<file path="src/rfp_pkg.sv">
`timescale 1ns / 1ps

package rfp_pkg;

  // frame length limit (payload plus header, length and footer bytes)
  localparam logic [16:0] MaxFrameBytes = 17'd4096;
  localparam logic [16:0] FrameOverhead = 17'd10;

  localparam int unsigned TgtDepth = 9;
  localparam int unsigned TgtIdxW  = $clog2(TgtDepth);

  localparam int unsigned QueueDepth = 2;
  localparam int unsigned QPtrW      = $clog2(QueueDepth);
  localparam int unsigned QCntW      = $clog2(QueueDepth + 1);

  localparam logic [7:0] HdrByte0 = 8'hF4;
  localparam logic [7:0] HdrByte1 = 8'hF3;
  localparam logic [7:0] HdrByte2 = 8'hF2;
  localparam logic [7:0] HdrByte3 = 8'hF1;
  localparam logic [7:0] FtrByte0 = 8'hF8;
  localparam logic [7:0] FtrByte1 = 8'hF7;
  localparam logic [7:0] FtrByte2 = 8'hF6;
  localparam logic [7:0] FtrByte3 = 8'hF5;
  localparam logic [7:0] HeadMark = 8'hAA;
  localparam logic [7:0] TailMark = 8'h55;

  typedef enum logic [1:0] {
    StOk        = 2'd0,
    StBadFooter = 2'd1,
    StMalformed = 2'd2,
    StTooLong   = 2'd3
  } rfp_status_e;

  // classified byte as it travels from front to back
  typedef struct packed {
    logic [7:0] data;
    logic [3:0] hdr_hit;
    logic [3:0] ftr_hit;
    logic       is_head;
    logic       is_tail;
  } rfp_tok_t;

  typedef struct packed {
    rfp_status_e status;
    logic        moving;
    logic        still;
    logic        changed;
    logic [7:0]  data_type;
    logic [15:0] moving_distance;
    logic [7:0]  moving_energy;
    logic [15:0] still_distance;
    logic [7:0]  still_energy;
    logic [15:0] detect_distance;
    logic        detail_valid;
  } rfp_res_t;

endpackage

</file>
<file path="src/radar_frame_parser_unit.sv">
`timescale 1ns / 1ps

// Channel   Direction  Handshake             Payload
// in        sink       in_valid_i/in_stall_o rx_byte_i
// out       source     out_valid_o/out_stall_i status_o .. detail_valid_o
//
// One byte per cycle while no stall on out holds the flow; a result passes from
// front classification into the two-entry queue, then through the parser FSM into
// the result register. At most one result per byte.
// Reset is asynchronous and puts the parser back into header hunt.
// A stall on out holds the result; the queue absorbs up to two further bytes
// before in_stall_o rises.

module radar_frame_parser_unit import rfp_pkg::*; (
  input  logic        clk_i,
  input  logic        rst_ni,
  input  logic        in_valid_i,
  output logic        in_stall_o,
  input  logic [7:0]  rx_byte_i,
  output logic        out_valid_o,
  input  logic        out_stall_i,
  output logic [1:0]  status_o,
  output logic        moving_o,
  output logic        still_o,
  output logic        changed_o,
  output logic [7:0]  data_type_o,
  output logic [15:0] moving_distance_o,
  output logic [7:0]  moving_energy_o,
  output logic [15:0] still_distance_o,
  output logic [7:0]  still_energy_o,
  output logic [15:0] detect_distance_o,
  output logic        detail_valid_o
);

  logic     q_full, q_valid, push, pop;
  rfp_tok_t tok_in, tok_out;
  rfp_res_t res;

  rfp_front u_front (
    .in_valid_i (in_valid_i),
    .rx_byte_i  (rx_byte_i),
    .q_full_i   (q_full),
    .in_stall_o (in_stall_o),
    .push_o     (push),
    .tok_o      (tok_in)
  );

  rfp_queue u_queue (
    .clk_i   (clk_i),
    .rst_ni  (rst_ni),
    .push_i  (push),
    .tok_i   (tok_in),
    .pop_i   (pop),
    .full_o  (q_full),
    .valid_o (q_valid),
    .tok_o   (tok_out)
  );

  rfp_back u_back (
    .clk_i       (clk_i),
    .rst_ni      (rst_ni),
    .q_valid_i   (q_valid),
    .tok_i       (tok_out),
    .pop_o       (pop),
    .out_stall_i (out_stall_i),
    .out_valid_o (out_valid_o),
    .res_o       (res)
  );

  assign status_o          = res.status;
  assign moving_o          = res.moving;
  assign still_o           = res.still;
  assign changed_o         = res.changed;
  assign data_type_o       = res.data_type;
  assign moving_distance_o = res.moving_distance;
  assign moving_energy_o   = res.moving_energy;
  assign still_distance_o  = res.still_distance;
  assign still_energy_o    = res.still_energy;
  assign detect_distance_o = res.detect_distance;
  assign detail_valid_o    = res.detail_valid;

endmodule

</file>
<file path="src/rfp_front.sv">
`timescale 1ns / 1ps

module rfp_front import rfp_pkg::*; (
  input  logic       in_valid_i,
  input  logic [7:0] rx_byte_i,
  input  logic       q_full_i,
  output logic       in_stall_o,
  output logic       push_o,
  output rfp_tok_t   tok_o
);

  assign in_stall_o = q_full_i;
  assign push_o     = in_valid_i & ~q_full_i;

  always_comb begin
    tok_o.data       = rx_byte_i;
    tok_o.hdr_hit[0] = (rx_byte_i == HdrByte0);
    tok_o.hdr_hit[1] = (rx_byte_i == HdrByte1);
    tok_o.hdr_hit[2] = (rx_byte_i == HdrByte2);
    tok_o.hdr_hit[3] = (rx_byte_i == HdrByte3);
    tok_o.ftr_hit[0] = (rx_byte_i == FtrByte0);
    tok_o.ftr_hit[1] = (rx_byte_i == FtrByte1);
    tok_o.ftr_hit[2] = (rx_byte_i == FtrByte2);
    tok_o.ftr_hit[3] = (rx_byte_i == FtrByte3);
    tok_o.is_head    = (rx_byte_i == HeadMark);
    tok_o.is_tail    = (rx_byte_i == TailMark);
  end

endmodule

</file>
<file path="src/rfp_queue.sv">
`timescale 1ns / 1ps

module rfp_queue import rfp_pkg::*; (
  input  logic     clk_i,
  input  logic     rst_ni,
  input  logic     push_i,
  input  rfp_tok_t tok_i,
  input  logic     pop_i,
  output logic     full_o,
  output logic     valid_o,
  output rfp_tok_t tok_o
);

  rfp_tok_t          mem_q [QueueDepth];
  logic [QPtrW-1:0]  wr_ptr_q, rd_ptr_q;
  logic [QCntW-1:0]  count_q;

  assign full_o  = (count_q == QCntW'(QueueDepth));
  assign valid_o = (count_q != '0);
  assign tok_o   = mem_q[rd_ptr_q];

  function automatic logic [QPtrW-1:0] ptr_inc(input logic [QPtrW-1:0] p);
    ptr_inc = (p == QPtrW'(QueueDepth - 1)) ? '0 : p + QPtrW'(1);
  endfunction

  always_ff @(posedge clk_i) begin
    if (push_i) begin
      mem_q[wr_ptr_q] <= tok_i;
    end
  end

  always_ff @(posedge clk_i or negedge rst_ni) begin
    if (!rst_ni) begin
      wr_ptr_q <= '0;
      rd_ptr_q <= '0;
      count_q  <= '0;
    end else begin
      if (push_i) wr_ptr_q <= ptr_inc(wr_ptr_q);
      if (pop_i)  rd_ptr_q <= ptr_inc(rd_ptr_q);
      if (push_i && !pop_i) begin
        count_q <= count_q + QCntW'(1);
      end else if (pop_i && !push_i) begin
        count_q <= count_q - QCntW'(1);
      end
    end
  end

endmodule

</file>
<file path="src/rfp_back.sv">
`timescale 1ns / 1ps

module rfp_back import rfp_pkg::*; (
  input  logic     clk_i,
  input  logic     rst_ni,
  input  logic     q_valid_i,
  input  rfp_tok_t tok_i,
  output logic     pop_o,
  input  logic     out_stall_i,
  output logic     out_valid_o,
  output rfp_res_t res_o
);

  typedef enum logic [2:0] {
    PhHunt    = 3'd0,
    PhLenLo   = 3'd1,
    PhLenHi   = 3'd2,
    PhPayload = 3'd3,
    PhFooter  = 3'd4
  } phase_e;

  phase_e       phase_q, phase_d;
  logic [1:0]   mc_q, mc_d;
  logic [15:0]  len_q, len_d;
  logic [15:0]  idx_q, idx_d;
  logic [7:0]   type_q, type_d;
  logic         mark_q, mark_d;
  logic [15:0]  tail_q, tail_d;
  logic         last_mv_q, last_mv_d;
  logic         last_st_q, last_st_d;
  logic [7:0]   tgt_q [TgtDepth];
  logic         tgt_we;
  logic [TgtIdxW-1:0] tgt_idx;
  logic         out_valid_q;
  rfp_res_t     res_q, res_d;
  logic         res_fire;
  logic [16:0]  idx_nx;
  logic [16:0]  len_sum;

  assign pop_o       = q_valid_i & (~out_valid_q | ~out_stall_i);
  assign out_valid_o = out_valid_q;
  assign res_o       = res_q;

  assign idx_nx  = {1'b0, idx_q} + 17'd1;
  assign len_sum = {1'b0, tok_i.data, len_q[7:0]} + FrameOverhead;
  assign tgt_idx = TgtIdxW'(idx_q - 16'd2);

  always_comb begin
    phase_d   = phase_q;
    mc_d      = mc_q;
    len_d     = len_q;
    idx_d     = idx_q;
    type_d    = type_q;
    mark_d    = mark_q;
    tail_d    = tail_q;
    last_mv_d = last_mv_q;
    last_st_d = last_st_q;
    tgt_we    = 1'b0;
    res_fire  = 1'b0;
    res_d     = '0;

    case (phase_q)
      PhLenLo: begin
        len_d   = {8'h00, tok_i.data};
        phase_d = PhLenHi;
      end
      PhLenHi: begin
        len_d = {tok_i.data, len_q[7:0]};
        mc_d  = '0;
        if (len_sum > MaxFrameBytes) begin
          res_fire     = 1'b1;
          res_d.status = StTooLong;
          phase_d      = PhHunt;
        end else begin
          idx_d   = '0;
          type_d  = '0;
          mark_d  = 1'b0;
          tail_d  = '0;
          phase_d = (len_d == '0) ? PhFooter : PhPayload;
        end
      end
      PhPayload: begin
        if (idx_q == 16'd0) begin
          type_d = tok_i.data;
        end else if (idx_q == 16'd1) begin
          mark_d = tok_i.is_head;
        end else if (tail_q == '0 && idx_nx < {1'b0, len_q}) begin
          if (tok_i.is_tail) begin
            tail_d = idx_q;
          end else if (idx_q < 16'(TgtDepth + 2)) begin
            tgt_we = 1'b1;
          end
        end
        if (idx_nx >= {1'b0, len_q}) begin
          phase_d = PhFooter;
          mc_d    = '0;
        end else begin
          idx_d = idx_nx[15:0];
        end
      end
      PhFooter: begin
        if (!tok_i.ftr_hit[mc_q]) begin
          res_fire     = 1'b1;
          res_d.status = StBadFooter;
          phase_d      = PhHunt;
          mc_d         = '0;
        end else begin
          mc_d = mc_q + 2'd1;
          if (mc_q == 2'd3) begin
            res_fire = 1'b1;
            phase_d  = PhHunt;
            if (len_q < 16'd5 || !mark_q || tail_q < 16'd3) begin
              res_d.status = StMalformed;
            end else begin
              res_d.status    = StOk;
              res_d.moving    = tgt_q[0][0];
              res_d.still     = tgt_q[0][1];
              res_d.changed   = (tgt_q[0][0] != last_mv_q) || (tgt_q[0][1] != last_st_q);
              res_d.data_type = type_q;
              // full detail needs nine target bytes before the tail marker
              if (tail_q >= 16'(TgtDepth + 2)) begin
                res_d.moving_distance = {tgt_q[2], tgt_q[1]};
                res_d.moving_energy   = tgt_q[3];
                res_d.still_distance  = {tgt_q[5], tgt_q[4]};
                res_d.still_energy    = tgt_q[6];
                res_d.detect_distance = {tgt_q[8], tgt_q[7]};
                res_d.detail_valid    = 1'b1;
              end
              last_mv_d = tgt_q[0][0];
              last_st_d = tgt_q[0][1];
            end
          end
        end
      end
      default: begin
        // header hunt; unused codes land here too
        phase_d = PhHunt;
        if (tok_i.hdr_hit[mc_q]) begin
          mc_d = mc_q + 2'd1;
          if (mc_q == 2'd3) phase_d = PhLenLo;
        end else begin
          mc_d = {1'b0, tok_i.hdr_hit[0]};
        end
      end
    endcase
  end

  always_ff @(posedge clk_i) begin
    if (pop_o && tgt_we) begin
      tgt_q[tgt_idx] <= tok_i.data;
    end
    if (pop_o && res_fire) begin
      res_q <= res_d;
    end
  end

  always_ff @(posedge clk_i or negedge rst_ni) begin
    if (!rst_ni) begin
      phase_q     <= PhHunt;
      mc_q        <= '0;
      len_q       <= '0;
      idx_q       <= '0;
      type_q      <= '0;
      mark_q      <= 1'b0;
      tail_q      <= '0;
      last_mv_q   <= 1'b0;
      last_st_q   <= 1'b0;
      out_valid_q <= 1'b0;
    end else begin
      if (pop_o) begin
        phase_q     <= phase_d;
        mc_q        <= mc_d;
        len_q       <= len_d;
        idx_q       <= idx_d;
        type_q      <= type_d;
        mark_q      <= mark_d;
        tail_q      <= tail_d;
        last_mv_q   <= last_mv_d;
        last_st_q   <= last_st_d;
        out_valid_q <= res_fire;
      end else if (!out_stall_i) begin
        out_valid_q <= 1'b0;
      end
    end
  end

endmodule
</file>
<file path="config.mk">
export PLATFORM = sky130hd
export DESIGN_NAME = radar_frame_parser_unit
export DESIGN_NICKNAME = d
export VERILOG_FILES = /design/src/rfp_pkg.sv /design/src/radar_frame_parser_unit.sv /design/src/rfp_front.sv /design/src/rfp_queue.sv /design/src/rfp_back.sv
export SDC_FILE = /design/constraint.sdc
export NUM_CORES = 1
export LEC_CHECK = 0
export ABC_AREA = 1
export BUFFER_PORTS_ARGS = -buffer_cell sky130_fd_sc_hd__buf_2
export CAP_MARGIN = 20
export CORE_UTILIZATION = 45
export DETAILED_ROUTE_END_ITERATION = 8
export SETUP_SLACK_MARGIN = 0.4
export SLEW_MARGIN = 20
export SYNTH_ARGS = -nofsm -noshare
export SYNTH_HDL_FRONTEND = slang
export SYNTH_SLANG_ARGS = --single-unit
</file>
<file path="constraint.sdc">
create_clock -name clk_i -period 3.9 [get_ports clk_i]
set_clock_uncertainty 0.05 [all_clocks]
set_input_delay 0.78 -clock clk_i [delete_from_list [all_inputs] [get_ports clk_i]]
set_output_delay 0.78 -clock clk_i [all_outputs]
set_load 0.01 [all_outputs]
</file>
* Yosys cells after proc, flatten, opt, wreduce, memory -nomap -nowiden *
Memories as Yosys holds them, arrays and structs flattened.
Index checks and enable logic that the tools add are counted.
W data, S select, Z words.

operators by class
  add/subtract/negate cells = 8
  multipliers = 0
  div/mod/pow operators = 0
  $lt $le $gt $ge = 8
  eq/ne operators = 30
  shifts and indexed selects = 0
  muxes and demuxes = 59
  bitwise operators = 13
  reductions and logical operators = 29

operators by type and width
  cell                     number
  $mux W16                 6
  $pmux W16 S2             3
  $mux W78                 1
  $mux W76                 1
  $eq A8 B8 Y1 const B     9
  $mux W65                 1
  $logic_not A16 Y1        3
  $mux W1                  23
  $mux W3                  6
  $add A16 B1 Y17 const B  1
  $add A16 B4 Y17 const B  1
  $ge A17 B16 Y1           1
  $gt A17 B13 Y1 const B   1
  $lt A17 B16 Y1           1
  $eq A16 B1 Y1 const B    1
  $ge A16 B4 Y1 const B    1
  $lt A16 B2 Y1 const B    1
  $lt A16 B3 Y1 const B    1
  $lt A16 B4 Y1 const B    1
  $mux W2                  8
  $mux W8                  2
  $pmux W8 S2              1
  $pmux W3 S4              1
  $ne A2 B1 Y1 const B     5
  other kinds (31)         67

word-level totals
  register bits after elaboration = 147
  latch bits = 0
  bits in writable memories = 108
  ROM bits = 0
  output and inout port bits = 80
  memories kept = 2

memory list
  name           words  width  rd ports  clocked after memory_dff  write ports  RTL line         text
  u_back.tgt_q   9      8      9         0                         1            rfp_back.sv:31   logic [7:0] tgt_q [TgtDepth];
  u_queue.mem_q  2      18     1         0                         1            rfp_queue.sv:14  rfp_tok_t mem_q [QueueDepth];

* Longest topological paths before layout *
Gate-level depths: netlist of the first run.

  depth after elaboration = 10
  depth in mapped cells = 22

* Hierarchy *
A second synthesis of the first run with hierarchy kept.

second synthesis, totals
  cell total of the unflattened synthesis = 1043
  area total of the unflattened synthesis = 11178.2 um2

by module, submodules not included
  module     instances  cells each  area an instance (um2)
  rfp_back   1          914         9401.5
  rfp_queue  1          81          1555.2
  rfp_front  1          48          221.5

* Worst setup path after synthesis of the first run *
OpenSTA, ideal clock, no wires.

  kind = reg-to-reg
  start point = reg u_queue.rd_ptr_q
  end point = reg u_back.res_q, in the netlist u_back.res_o[0] (enable)
  library setup time = 0.432 ns
  arrival = 3.093 ns
  required time = 3.418 ns
  slack = 0.325 ns
  stages on the path, launching flop included = 14
  buffers on the path = 1
  cells stage by stage = dfrtp_1 buf_4 nand2_1 nand2_2 inv_1 nor3_1 nand2_1 nor2_1 nor2_2 nand3_2 nand2_4 nand2_1 nand2_1 inv_1

RTL lines
  element                   RTL line         text
  start: declaration        rfp_queue.sv:15  logic [QPtrW-1:0] wr_ptr_q, rd_ptr_q;
  start signal: assignment  rfp_queue.sv:39  if (pop_i) rd_ptr_q <= ptr_inc(rd_ptr_q);
  end signal: assignment    rfp_back.sv:153  res_q <= res_d;
  end: declaration          rfp_back.sv:35   rfp_res_t res_q, res_d;

* Worst setup path after layout of the first run *
  start point = reg u_back.idx_q[7]
  end point = mem u_back.tgt_q[3][6] (enable)

between the ends
  longest elaborated chain between the ends = 10
  elaborated cells between the ends (all ways) = 15

ends and longest elaborated chain
  element                                           RTL line                        text
  start: declaration                                rfp_back.sv:25                  logic [15:0] idx_q, idx_d;
  start signal: assignment                          rfp_back.sv:174                 idx_q <= idx_d;
  $add A16 B1 Y17 or $lt A16 B4 Y1 (tied branches)  rfp_back.sv:44, rfp_back.sv:90
  $lt A17 B16 Y1 or $mux W1 (tied branches)         rfp_back.sv:87, rfp_back.sv:90
  $logic_and A1 B1 Y1 or $mux W1 (tied branches)    rfp_back.sv:87, rfp_back.sv:88
  $mux W1                                           rfp_back.sv:87                  end else if (tail_q == '0 && idx_nx < {1'b0, len_q}) begin
  $mux W1                                           rfp_back.sv:85                  end else if (idx_q == 16'd1) begin
  $mux W1 *                                         rfp_back.sv:83                  if (idx_q == 16'd0) begin
  $mux W1 *                                         rfp_back.sv:62                  case (phase_q)
  $logic_and A1 B1 Y1 *                             rfp_back.sv:149                 if (pop_o && tgt_we) begin
  $mux W1 *                                         rfp_back.sv:149
  $mux W1 (implied by the code) *                   rfp_back.sv:150                 tgt_q[tgt_idx] <= tok_i.data;
  end: declaration                                  rfp_back.sv:31

Every way passes the cells marked *; elsewhere a longest branch is shown, timed or not.

==> results by group, run 1 <==
Outcome
  • Outcome: finished, final reports clean

Critical path
  • CP arrival: 3.56 ns
  • Reg2Reg Setup Slack: 0.54 ns
  • CP max-delay cell: dfrtp_1
  • Reg2Reg Depth: 19
  • RR Startpoint: u_back.idx_q[7]$_DFFE_PN0P_
  • Crit path launch type: register
  • Slowest stage delay, CP: 0.38 ns
  • CP endpoint kind: register
  • Worst r2r dst: u_back.tgt_q[3][6]$_DFFE_PP_
  • Required time of the critical path: 4.10 ns
  • Crit Path Max Fanout: 8
  • Most common cell on crit path: inv_1
  • Critical path, cell by cell: inv_1, nor4_4, nand2_2, nor3_4, inv_1, nor2_1, xor2_1, inv_1, ha_4, nand2_2, inv_1, nand4_1, nand3_1, nor2_2, nand3_2, inv_2, nand2_4, nor3_4, buf_6
  • Critical path class: register to register

Clock tree
  • Clock-pin slew on the worst setup and hold paths: 0.06 ns
  • CTS tree: built
  • Clock sink count: 249
  • Clock Path Buffers: 3
  • CTS root buf: clkbuf_16
  • Inserted Clock Buffers: 28
  • CTS HTree Levels: 1
  • Worst-Skew Late Latency: 0.54 ns

Placed design
  • Global placer's final weighted congestion: 0.854
  • Post-DP HPWL: 16000 microns
  • Place WS: 0.278 ns
  • Port buffer count: 91
  • Area of placed instances: 11900 sq um

Floorplan
  • Die width: 158 microns
  • Core ar.: 23800 sq um
  • Cell Rows: 56
  • Die Height: 158 microns
  • Initial Utilization: 46.3%
  • Io pins: 92
  • Die area: 25100 sq um

Global routing
  • Vias in the first global route: 7145
  • Antenna violations before repair: 0
  • First-pass GRT wire length: 36900 microns
  • GRT overflow: 0
  • Global Route met1 Usage: 25.4%
  • Global Route met3 Usage: 2.69%
  • Top Usage Layer GRT: met2
  • Largest net degree at the start of global routing: 78
  • Met2 Usage GRT: 31.3%
  • Tot GR Track Use: 19.0%

Logic synthesis
  • Syn_nets: 1101
  • Post-synth ARST share: 27.7%
  • Mapped cell area: 11000 sq um
  • Cells after Synth: 1064
  • Mean Syn Cell Area: 10.3 sq um
  • Synth warnings: 0
  • Yosys reg bits: 249
  • Top_reg_cell synth: edfxtp_1
  • Synth cell types: 41
  • Post-synth EDFFs: 180
  • Post-synthesis sequential area ratio: 64.8%

STA
  • Unrepaired setup endpoints after global routing: yes
  • Fmax: 297 MHz
  • Setup TNS: 0 ns
  • Rel. slew slack: 33.3%
  • Final setup margin: 0.537 ns
  • Tmin final: 3.36 ns
  • Final hold slack: 0.101 ns
  • Worst-margin pin slew: 0.999 ns
  • Fin crit share: 86.2%
  • Final hold violations: 0
  • Final setup fails: 0
  • Max-slew violation count: 0

Power and ir drop
  • Max IR drop VDD: 0.000539 V
  • Pwr dens: 603 nW/um^2
  • Tot Pwr: 7.90 mW
  • Leakage: 5.97 nW

Drt
  • Drt initial violations: 488
  • Routed vias/inst: 4.87
  • Drt total wl: 23200 microns
  • Via Count: 7485
  • TritonRoute pass-1 iters: 6
  • Drc violations: 0
  • WL/cell: 15.1 microns
  • Final ANT Viol Nets: 0

Layout
  • Syn-to-layout area delta: 19.0%
  • Design Area, Final: 13100 sq um
  • Final net count: 1235
  • Share of cells above drive strength 1: 18.5%
  • N_diodes: 0

Flow run
  • Max cap viols: 0

Hold path
  • Hold Path Class: primary input to asynchronous set/reset pin
[metal layers]
layer | share of wire (%) | vias up
li1 | - | 3748
met1 | 45 | 3491
met2 | 47 | 199
met3 | 4.6 | 47
met4 | 2.7 | 0
met5 | 0 | -
[flip-flops by register name, summed over array words and instances, names as in the netlist, 2 cells and up]
signal,flops
u_back.tail_q,16
u_back.idx_q,16
u_back.phase_q,3
u_queue.count_q,2
u_back.len_q,16
u_back.res_o,78
u_back.mc_q,2
u_back.type_q,8
u_queue.mem_q,36
u_back.tgt_q,66
[where the power goes]
| part | internal (mW) | leakage, nW | switching (mW) | total [mW] |
|---|---|---|---|---|
| Clock | 1.58 | 0.437 | 1.02 | 2.61 |
| Sequential | 3.31 | 2.65 | 0.153 | 3.47 |
| Combinational | 0.495 | 2.88 | 1.33 | 1.83 |
[stage by stage]
stage / util [%] / instances
detailed placement: 50.2 / 1477
global placement: 50.2 / 1477
finish: 55.1 / 1536
floorplan: - / 1064
global route: 55.1 / 1536
CTS: 54.2 / 1526
[synth_stat cells, drive strengths merged, types with 4 or more instances]
master	number	area, sq um
ha	25	313
inv	175	657
nor4	5	31.3
edfxtp	180	5410
nand4	33	213
nand2	231	930
buf	14	98.8
xor2	13	114
dfrtp	69	1730
o22ai	9	56.3
nand3	35	190
a21oi	12	71.3
o21ai	47	235
nor2	170	673
nor3	22	110
clkbuf	4	15.0
[worst max-delay path by stage]
stage | startpoint | to | cells after the start
3_5_place_dp | u_back.idx_q[7]$_DFFE_PN0P_ | u_back.tgt_q[5][7]$_DFFE_PP_ | 19
3_3_place_gp | u_back.idx_q[8]$_DFFE_PN0P_ | u_back.tgt_q[7][7]$_DFFE_PP_ | 19
6_report | u_back.idx_q[7]$_DFFE_PN0P_ | u_back.tgt_q[3][6]$_DFFE_PP_ | 19
2_1_floorplan | u_back.idx_q[2]$_DFFE_PN0P_ | u_back.tgt_q[1][0]$_DFFE_PP_ | 19
4_1_cts | u_back.idx_q[2]$_DFFE_PN0P_ | u_back.tgt_q[2][0]$_DFFE_PP_ | 20
5_1_grt | u_back.idx_q[1]$_DFFE_PN0P_ | u_back.tgt_q[3][0]$_DFFE_PP_ | 20
[layout make-up]
class                           instances  area, sq um
Clock buffer                           33          719
Clock inverter                         16          205
Fill cell                            2073        10700
Inverter                              176          664
Multi-Input combinational cell        621         3250
Sequential cell                       249         7130
Tap cell                              319          399
Timing Repair Buffer                  122          724
[what timing repair did]
item / CTS / global route
setup endpoints to repair: 69 / 103
gates resized for setup: 3 / 33
hold buffers: 0 / 0
pin swaps: 0 / 16
setup buffers: 0 / 10
endpoints found under the hold margin: 0 / 0
[cells by family (layout without fill, tap and decap cells)]
kind of cell	after synthesis	after routing	synth area share, %
simple gates	503	503	20.0
flops	249	249	64.8
buf+inv	194	347	7.04
compound gates	76	76	3.93
fa+ha+maj	25	25	2.84
xor+xnor	15	15	1.19
mux	2	2	0.182
[cell usage in the layout (no fill, tap or decap), types with 7 or more instances in the layout]
master     count
nand2_4        7
buf_2         91
nor2_2         9
a21oi_1       10
clkbuf_16     28
nand2_1      212
buf_4         26
o21ai_0       43
nand3_1       29
nor3_1        15
nor2_1       158
nand2_2       12
inv_1        170
dfrtp_1       67
xor2_1        13
nand4_1       32
edfxtp_1     180
o22ai_1        9
ha_1          22
[critical path: cells and delay by family, from the launching register on]
| family | cells | cell delay (ns) |
|---|---|---|
| simple gates | 11 | 1.64 |
| flops | 1 | 0.38 |
| buf+inv | 6 | 0.62 |
| fa+ha+maj | 1 | 0.22 |
| xor+xnor | 1 | 0.16 |
No activity file was read; power rests on OpenSTA's default activity.
==> run 2, diff against run 1 <==
--- a/config.mk
+++ b/config.mk
@@ -7,3 +7,2 @@
 export LEC_CHECK = 0
-export ABC_AREA = 1
 export BUFFER_PORTS_ARGS = -buffer_cell sky130_fd_sc_hd__buf_2
@@ -11,2 +10,3 @@
 export CORE_UTILIZATION = 45
+export CTS_CLUSTER_SIZE = 16
 export DETAILED_ROUTE_END_ITERATION = 8
==> constraint.sdc (replaced) <==
create_clock -name clk_i -period 3.9 [get_ports clk_i]
set_clock_uncertainty 0.05 [all_clocks]
set_input_delay 0.585 -clock clk_i [delete_from_list [all_inputs] [get_ports clk_i]]
set_output_delay 0.585 -clock clk_i [all_outputs]
set_load 0.01 [all_outputs]
==> run 2 against run 1 <==
Die area decreased by 3.4%. Synthesized cell count decreased by 26%. Wire length down 5.8%. Cell count fell by 17%. Clock power decreased by 13%. Non-clock buffer count grew 30. Synthesized area fell by 3.5%. Maximum frequency decreased by 4.5%.
==> results by group, run 2 <==
Outcome
  • Outcome: finished, final reports clean

Drt
  • Routed vias/inst: 5.16
  • Via Count: 6567
  • WL/cell: 17.2 microns
  • Drc violations: 0
  • Drt initial violations: 403
  • Drt total wl: 21900 microns
  • Final ANT Viol Nets: 0
  • TritonRoute pass-1 iters: 5

Hold path
  • Hold Path Class: primary input to register

Logic synthesis
  • Mean Syn Cell Area: 13.5 sq um
  • Post-synth EDFFs: 180
  • Mapped cell area: 10600 sq um
  • Yosys reg bits: 249
  • Most common cell in the netlist: edfxtp_1
  • Ranking of synthesized cells by area: edfxtp_1 (51%), dfrtp_1 (16%), and2_1 (4.9%)
  • Synth warnings: 0
  • Post-synthesis sequential area ratio: 67.1%
  • Post-synth ARST share: 27.7%
  • Syn_nets: 824
  • Synth cell types: 60
  • Leading area contributor after synthesis: edfxtp_1
  • Post-synth top area share: 50.9%
  • Cells after Synth: 787
  • Top cells by count, synth: edfxtp_1 (180), and2_1 (84), dfrtp_1 (69)
  • Top_reg_cell synth: edfxtp_1

Critical path
  • Crit path launch type: register
  • Crit Path Max Fanout: 8
  • Count of buffer and inverter cells on the critical path: 4
  • CP endpoint kind: register
  • CP max-delay cell: dfrtp_1
  • Critical path, cell by cell: ha_1, nand4_1, buf_4, nor2_2, nand4_1, xnor2_1, ha_1, nand4_1, nor2_2, a21oi_2, a41o_1, nor4bb_4, buf_4, nor3b_4, buf_4, and2_4, buf_6
  • CP arrival: 3.69 ns
  • Required time of the critical path: 4.07 ns
  • CP top delay family: simple AND/OR/NAND/NOR gates
  • Slowest stage delay, CP: 0.38 ns
  • Critical path class: register to register

Clock tree
  • Clock Path Buffers: 3
  • Clock sink count: 249
  • Clock-pin slew on the worst setup and hold paths: 0.06 ns
  • CTS tree: built
  • Worst-Skew Late Latency: 0.53 ns
  • CTS HTree Levels: 1
  • Inserted Clock Buffers: 26
  • CTS root buf: clkbuf_16

STA
  • Worst-margin pin slew: 0.995 ns
  • Fin crit share: 90.3%
  • Final setup fails: 0
  • Final setup margin: 0.380 ns
  • Final hold slack: 0.220 ns
  • Setup TNS: 0 ns
  • Fmax: 284 MHz
  • Rel. slew slack: 33.7%
  • Max-slew violation count: 0
  • Tmin final: 3.52 ns
  • Unrepaired setup endpoints after global routing: yes
  • Final hold violations: 0

Floorplan
  • Die area: 24200 sq um
  • Die Height: 156 microns
  • Cell Rows: 55
  • Core ar.: 22900 sq um
  • Initial Utilization: 46.4%
  • Io pins: 92
  • Die width: 156 microns

Placed design
  • Post-DP HPWL: 15700 microns
  • Global placer's final weighted congestion: 0.871
  • Port buffer count: 91
  • Area of placed instances: 11800 sq um
  • Cell total after placement: 1218
  • Place WS: 0.237 ns

Layout
  • Syn-to-layout area delta: 20.5%
  • Design Area, Final: 12800 sq um
  • Max reg flops: 78
  • Register area: 7130 sq um
  • Layout Cells excl Fill: 1273
  • Share of cells above drive strength 1: 22.8%
  • Final net count: 978
  • Multi-input gate area: 3300 sq um
  • N_diodes: 0
  • Most frequent cells in the layout: edfxtp_1 (180), buf_2 (91), and2_1 (77), dfrtp_1 (68), buf_4 (50)
  • Most common cell after layout, fill and taps aside: edfxtp_1
  • Fillers: 1867

Power and ir drop
  • Reg power frac: 43.3%
  • Leakage: 5.21 nW
  • Pwr dens: 691 nW/um^2
  • Switching portion of total power: 33.0%
  • Max IR drop VDD: 0.000338 V
  • NetSw: 2.92 mW
  • Int Pwr: 5.93 mW
  • Clock power frac: 25.6%
  • Comb power frac: 31.1%

Global routing
  • Tot GR Track Use: 18.6%
  • First-pass GRT wire length: 35200 microns
  • Vias in the first global route: 6721
  • Antenna violations before repair: 0
  • Largest net degree at the start of global routing: 66
  • GRT overflow: 0

Flow run
  • Max cap viols: 0
-- run 2: cell count changes after synthesis, sizes merged, moves of 18 or more --
cell    change
nand2     -182
o21ai      -22
nand4      -20
nor2      -133
clkbuf     +18
and2       +83
mux2i      +27
inv       -128
-- run 2: power groups by stage --
stage                     clock [mW]  sequential, mW  combinational, mW
after floorplan                    0            3.97               1.52
after global placement             0            3.86               2.60
after detailed placement           0            3.88               2.67
after CTS                       2.31            3.83               2.72
after global routing            2.43            3.89               3.02
final                           2.27            3.83               2.75
-- run 2: layer usage --
layer	part of all wire [%]	vias up	wire (microns)	global-route usage [%]
li1	-	3178	-	-
met1	45	3200	9840	24.7
met2	49	157	10800	31.8
met3	4.1	32	906	2.64
met4	1.5	0	319	5.04
met5	0	-	0	0
-- run 2: area by class of cell --
| type | instances | share of cell area, % |
|---|---|---|
| flip-flops and latches | 249 | 55.7 |
| repair buffers | 152 | 7.89 |
| multi-input cells | 464 | 25.8 |
| well taps | 313 | 3.06 |
| inverters | 48 | 1.41 |
| clock inverters | 15 | 0.801 |
| clock buffers | 32 | 5.34 |
-- run 2: worst paths after layout --
check,end,startpoint,cells after the start,slack [ns]
hold / removal,u_back.out_valid_o$_DFFE_PN0P_,out_stall_i,2,0.22
min in group asynchronous,u_queue.wr_ptr_q$_DFFE_PN0P_,rst_ni,2,0.33
hold reg to reg,u_back.type_q[2]$_DFFE_PN0P_,u_back.type_q[2]$_DFFE_PN0P_,1,0.43
setup / recovery,u_back.tgt_q[5][0]$_DFFE_PP_,u_back.idx_q[1]$_DFFE_PN0P_,17,0.38
max in group asynchronous,u_back.idx_q[0]$_DFFE_PN0P_,rst_ni,3,2.80
setup reg to reg,u_back.tgt_q[5][0]$_DFFE_PP_,u_back.idx_q[1]$_DFFE_PN0P_,17,0.38
-- run 2: worst reg2reg max path: cells and delay by family, from the launching register on --
kind	cells	cell delay [ns]
compound gates	2	0.38
xor+xnor	1	0.25
fa+ha+maj	2	0.47
buf+inv	4	0.58
flops	1	0.38
simple gates	8	1.11
-- run 2: metrics by stage --
step	power [mW]	util [%]
2_1_floorplan	5.48	-
3_3_place_gp	6.46	51.7
3_5_place_dp	6.55	51.7
4_1_cts	8.87	55.4
6_report	8.85	55.9
5_1_grt	9.34	55.9
-- run 2: cell families (layout without fill, tap and decap cells) --
kind of cell | Yosys count | count (layout) | share of synthesized area, %
AO/OA/AOI/OAI | 107 | 107 | 7.30
buffers and inverters | 74 | 247 | 2.73
XOR/XNOR | 24 | 24 | 1.98
adder cells (fa/ha/maj) | 25 | 25 | 2.94
flip-flops | 249 | 249 | 67.1
multiplexers | 38 | 38 | 4.15
AND/OR/NAND/NOR | 270 | 270 | 13.8
-- run 2: timing repair --
action                                  CTS  global route
gates resized for setup                  11            18
hold endpoints to repair                  1             0
hold buffers                              1             0
buffers inserted                          2             5
endpoints found under the setup margin   72           129
pin swaps                                 5            13
==> run 3, diff against run 2 <==
Settings changed: CORE_ASPECT_RATIO set to 1.4.
==> run 3 against run 2 <==
First-iteration DRC count fell by 11%. Via count shrank 2.4%. Clock power fell by 6%. Sequential power about the same. Final area shrank 1.6%. Core utilization is 1.6 points lower. Cell count decreased by 2.4%. Critical path type unchanged. Largest cell class unchanged. Largest power group unchanged.
==> results by group, run 3 (synthesized netlist as in run 2, its figures left out) <==
Clock tree
  • Clock sink count: 249
  • CTS tree: built
  • CTS root buf: clkbuf_16
  • Clock-pin slew on the worst setup and hold paths: 0.06 ns
  • CTS HTree Levels: 1
  • Hold_buf cts: 0
  • Inserted Clock Buffers: 23
  • Worst-Skew Late Latency: 0.51 ns
  • Clock Path Buffers: 3

Drt
  • Final ANT Viol Nets: 0
  • Drc violations: 0
  • Drt initial violations: 358
  • Routed vias/inst: 5.16
  • WL/cell: 17.2 microns
  • Via Count: 6410
  • TritonRoute pass-1 iters: 5
  • Drt total wl: 21400 microns

Critical path
  • Most common cell on crit path: o21bai_1
  • Crit path launch type: register
  • CP endpoint kind: register
  • CP top delay family: simple AND/OR/NAND/NOR gates
  • Critical path, cell by cell: ha_2, nand4_1, nor2_1, xor2_1, ha_1, a211oi_1, o21bai_1, o21bai_1, a41o_1, nor4bb_4, buf_4, nor3b_4, and2_4, buf_12
  • Required time of the critical path: 4.07 ns
  • RR Startpoint: u_back.idx_q[1]$_DFFE_PN0P_
  • Count of buffer and inverter cells on the critical path: 2
  • Crit path from: u_back.idx_q[1]$_DFFE_PN0P_
  • CP arrival: 3.63 ns
  • Critical path class: register to register
  • CP max-delay cell: dfrtp_1
  • Slowest stage delay, CP: 0.40 ns
  • Crit Path Max Fanout: 8

STA
  • Max-slew violation count: 0
  • Worst-margin pin slew: 0.864 ns
  • Final hold violations: 0
  • Tmin final: 3.45 ns
  • Final setup fails: 0
  • Setup TNS: 0 ns
  • Final setup margin: 0.446 ns
  • Fin crit share: 88.6%
  • Unrepaired setup endpoints after global routing: yes
  • Rel. slew slack: 42.4%
  • Fmax: 290 MHz

Hold path
  • Hold Path Class: primary input to asynchronous set/reset pin

Floorplan
  • Cell Rows: 66
  • Initial Utilization: 45.8%
  • Core ar.: 23200 sq um
  • Die area: 24200 sq um
  • Die Height: 184 microns
  • Die width: 132 microns
  • Io pins: 92

Placed design
  • Post-DP HPWL: 15200 microns
  • Place WS: 0.0756 ns
  • Global placer's final weighted congestion: 0.833
  • Port buffer count: 91

Layout
  • Final net count: 958
  • N_diodes: 0
  • Most frequent cells in the layout: edfxtp_1 (180), buf_2 (91), and2_1 (77), dfrtp_1 (69), nand2_1 (48)
  • Syn-to-layout area delta: 18.6%
  • Most common cell after layout, fill and taps aside: edfxtp_1
  • Max reg flops: 78
  • Share of cells above drive strength 1: 22.5%

Global routing
  • Tot GR Track Use: 18.3%
  • Met2 Usage GRT: 33.7%
  • Vias in the first global route: 6359
  • GRT overflow: 0
  • Global Route met1 Usage: 22.1%
  • Global Route met3 Usage: 2.32%
  • Antenna violations before repair: 0
  • Largest net degree at the start of global routing: 78
  • First-pass GRT wire length: 34300 microns
  • Top Usage Layer GRT: met2

Outcome
  • Outcome: finished, final reports clean

Power and ir drop
  • Leakage: 5.09 nW
  • Max IR drop VDD: 0.000493 V
  • Pwr dens: 685 nW/um^2

Flow run
  • Max cap viols: 0
-- run 3: final cells by class --
type                       instances  area [sq um]
clock buffer                      29           598
clock inverter                    12           115
fill                            1978         10600
inverter                          48           180
multi-input combinational        464          3370
sequential                       249          7130
tap                              306           383
timing repair buffer             135           815
-- run 3: metrics by stage --
step	area [sq um]	cells	hold slack (ns)	total power [mW]	utilization, %
final	12600	1243	0.141	8.63	54.3
after global routing	12600	1243	0.207	9.11	54.3
after CTS	12400	1236	0.159	8.67	53.5
after detailed placement	11700	1194	0.420	6.50	50.3
after global placement	11700	1194	0.415	6.47	50.3
after floorplan	10600	787	0.239	5.48	-
-- run 3: worst paths after layout --
path | end | slack (ns) | cells after the start
min | u_back.tail_q[15]$_DFFE_PN0P_ | 0.14 | 1
max reg2reg | u_back.tgt_q[5][3]$_DFFE_PP_ | 0.45 | 14
max in group asynchronous | u_back.type_q[6]$_DFFE_PN0P_ | 2.89 | 2
min reg2reg | u_back.type_q[2]$_DFFE_PN0P_ | 0.43 | 1
max | u_back.tgt_q[5][3]$_DFFE_PP_ | 0.45 | 14
min in group clk_i | u_queue.mem_q[1][12]$_DFFE_PP_ | 0.25 | 1
-- run 3: power by group --
group	internal, mW	switching (mW)
clock network	1.22	0.920
registers	3.56	0.306
logic	0.993	1.64
total	5.77	2.86
-- run 3: timing repair --
item	in CTS	in global routing
pin swaps	3	13
setup endpoints to repair	65	88
gates resized for setup	13	29
buffers inserted	1	7
-- run 3: layer usage --
metal  vias to the layer above  share of wire [%]  wire length (microns)
met5                         -                  0                      0
met4                         0                2.4                    518
met3                        32                4.0                    847
met2                       155                 53                  11300
met1                      3090                 41                   8680
li1                       3133                  -                      -
-- run 3: worst reg2reg max path, delay by kind of cell, from the launching register on --
| kind | cells | cell delay (ns) |
|---|---|---|
| AOI/OAI and AO/OA | 4 | 0.73 |
| xor gates and xnor gates | 1 | 0.24 |
| adders and majority gates | 2 | 0.48 |
| buffers and inverters | 2 | 0.28 |
| DFF | 1 | 0.40 |
| and+or+nand+nor | 5 | 0.98 |
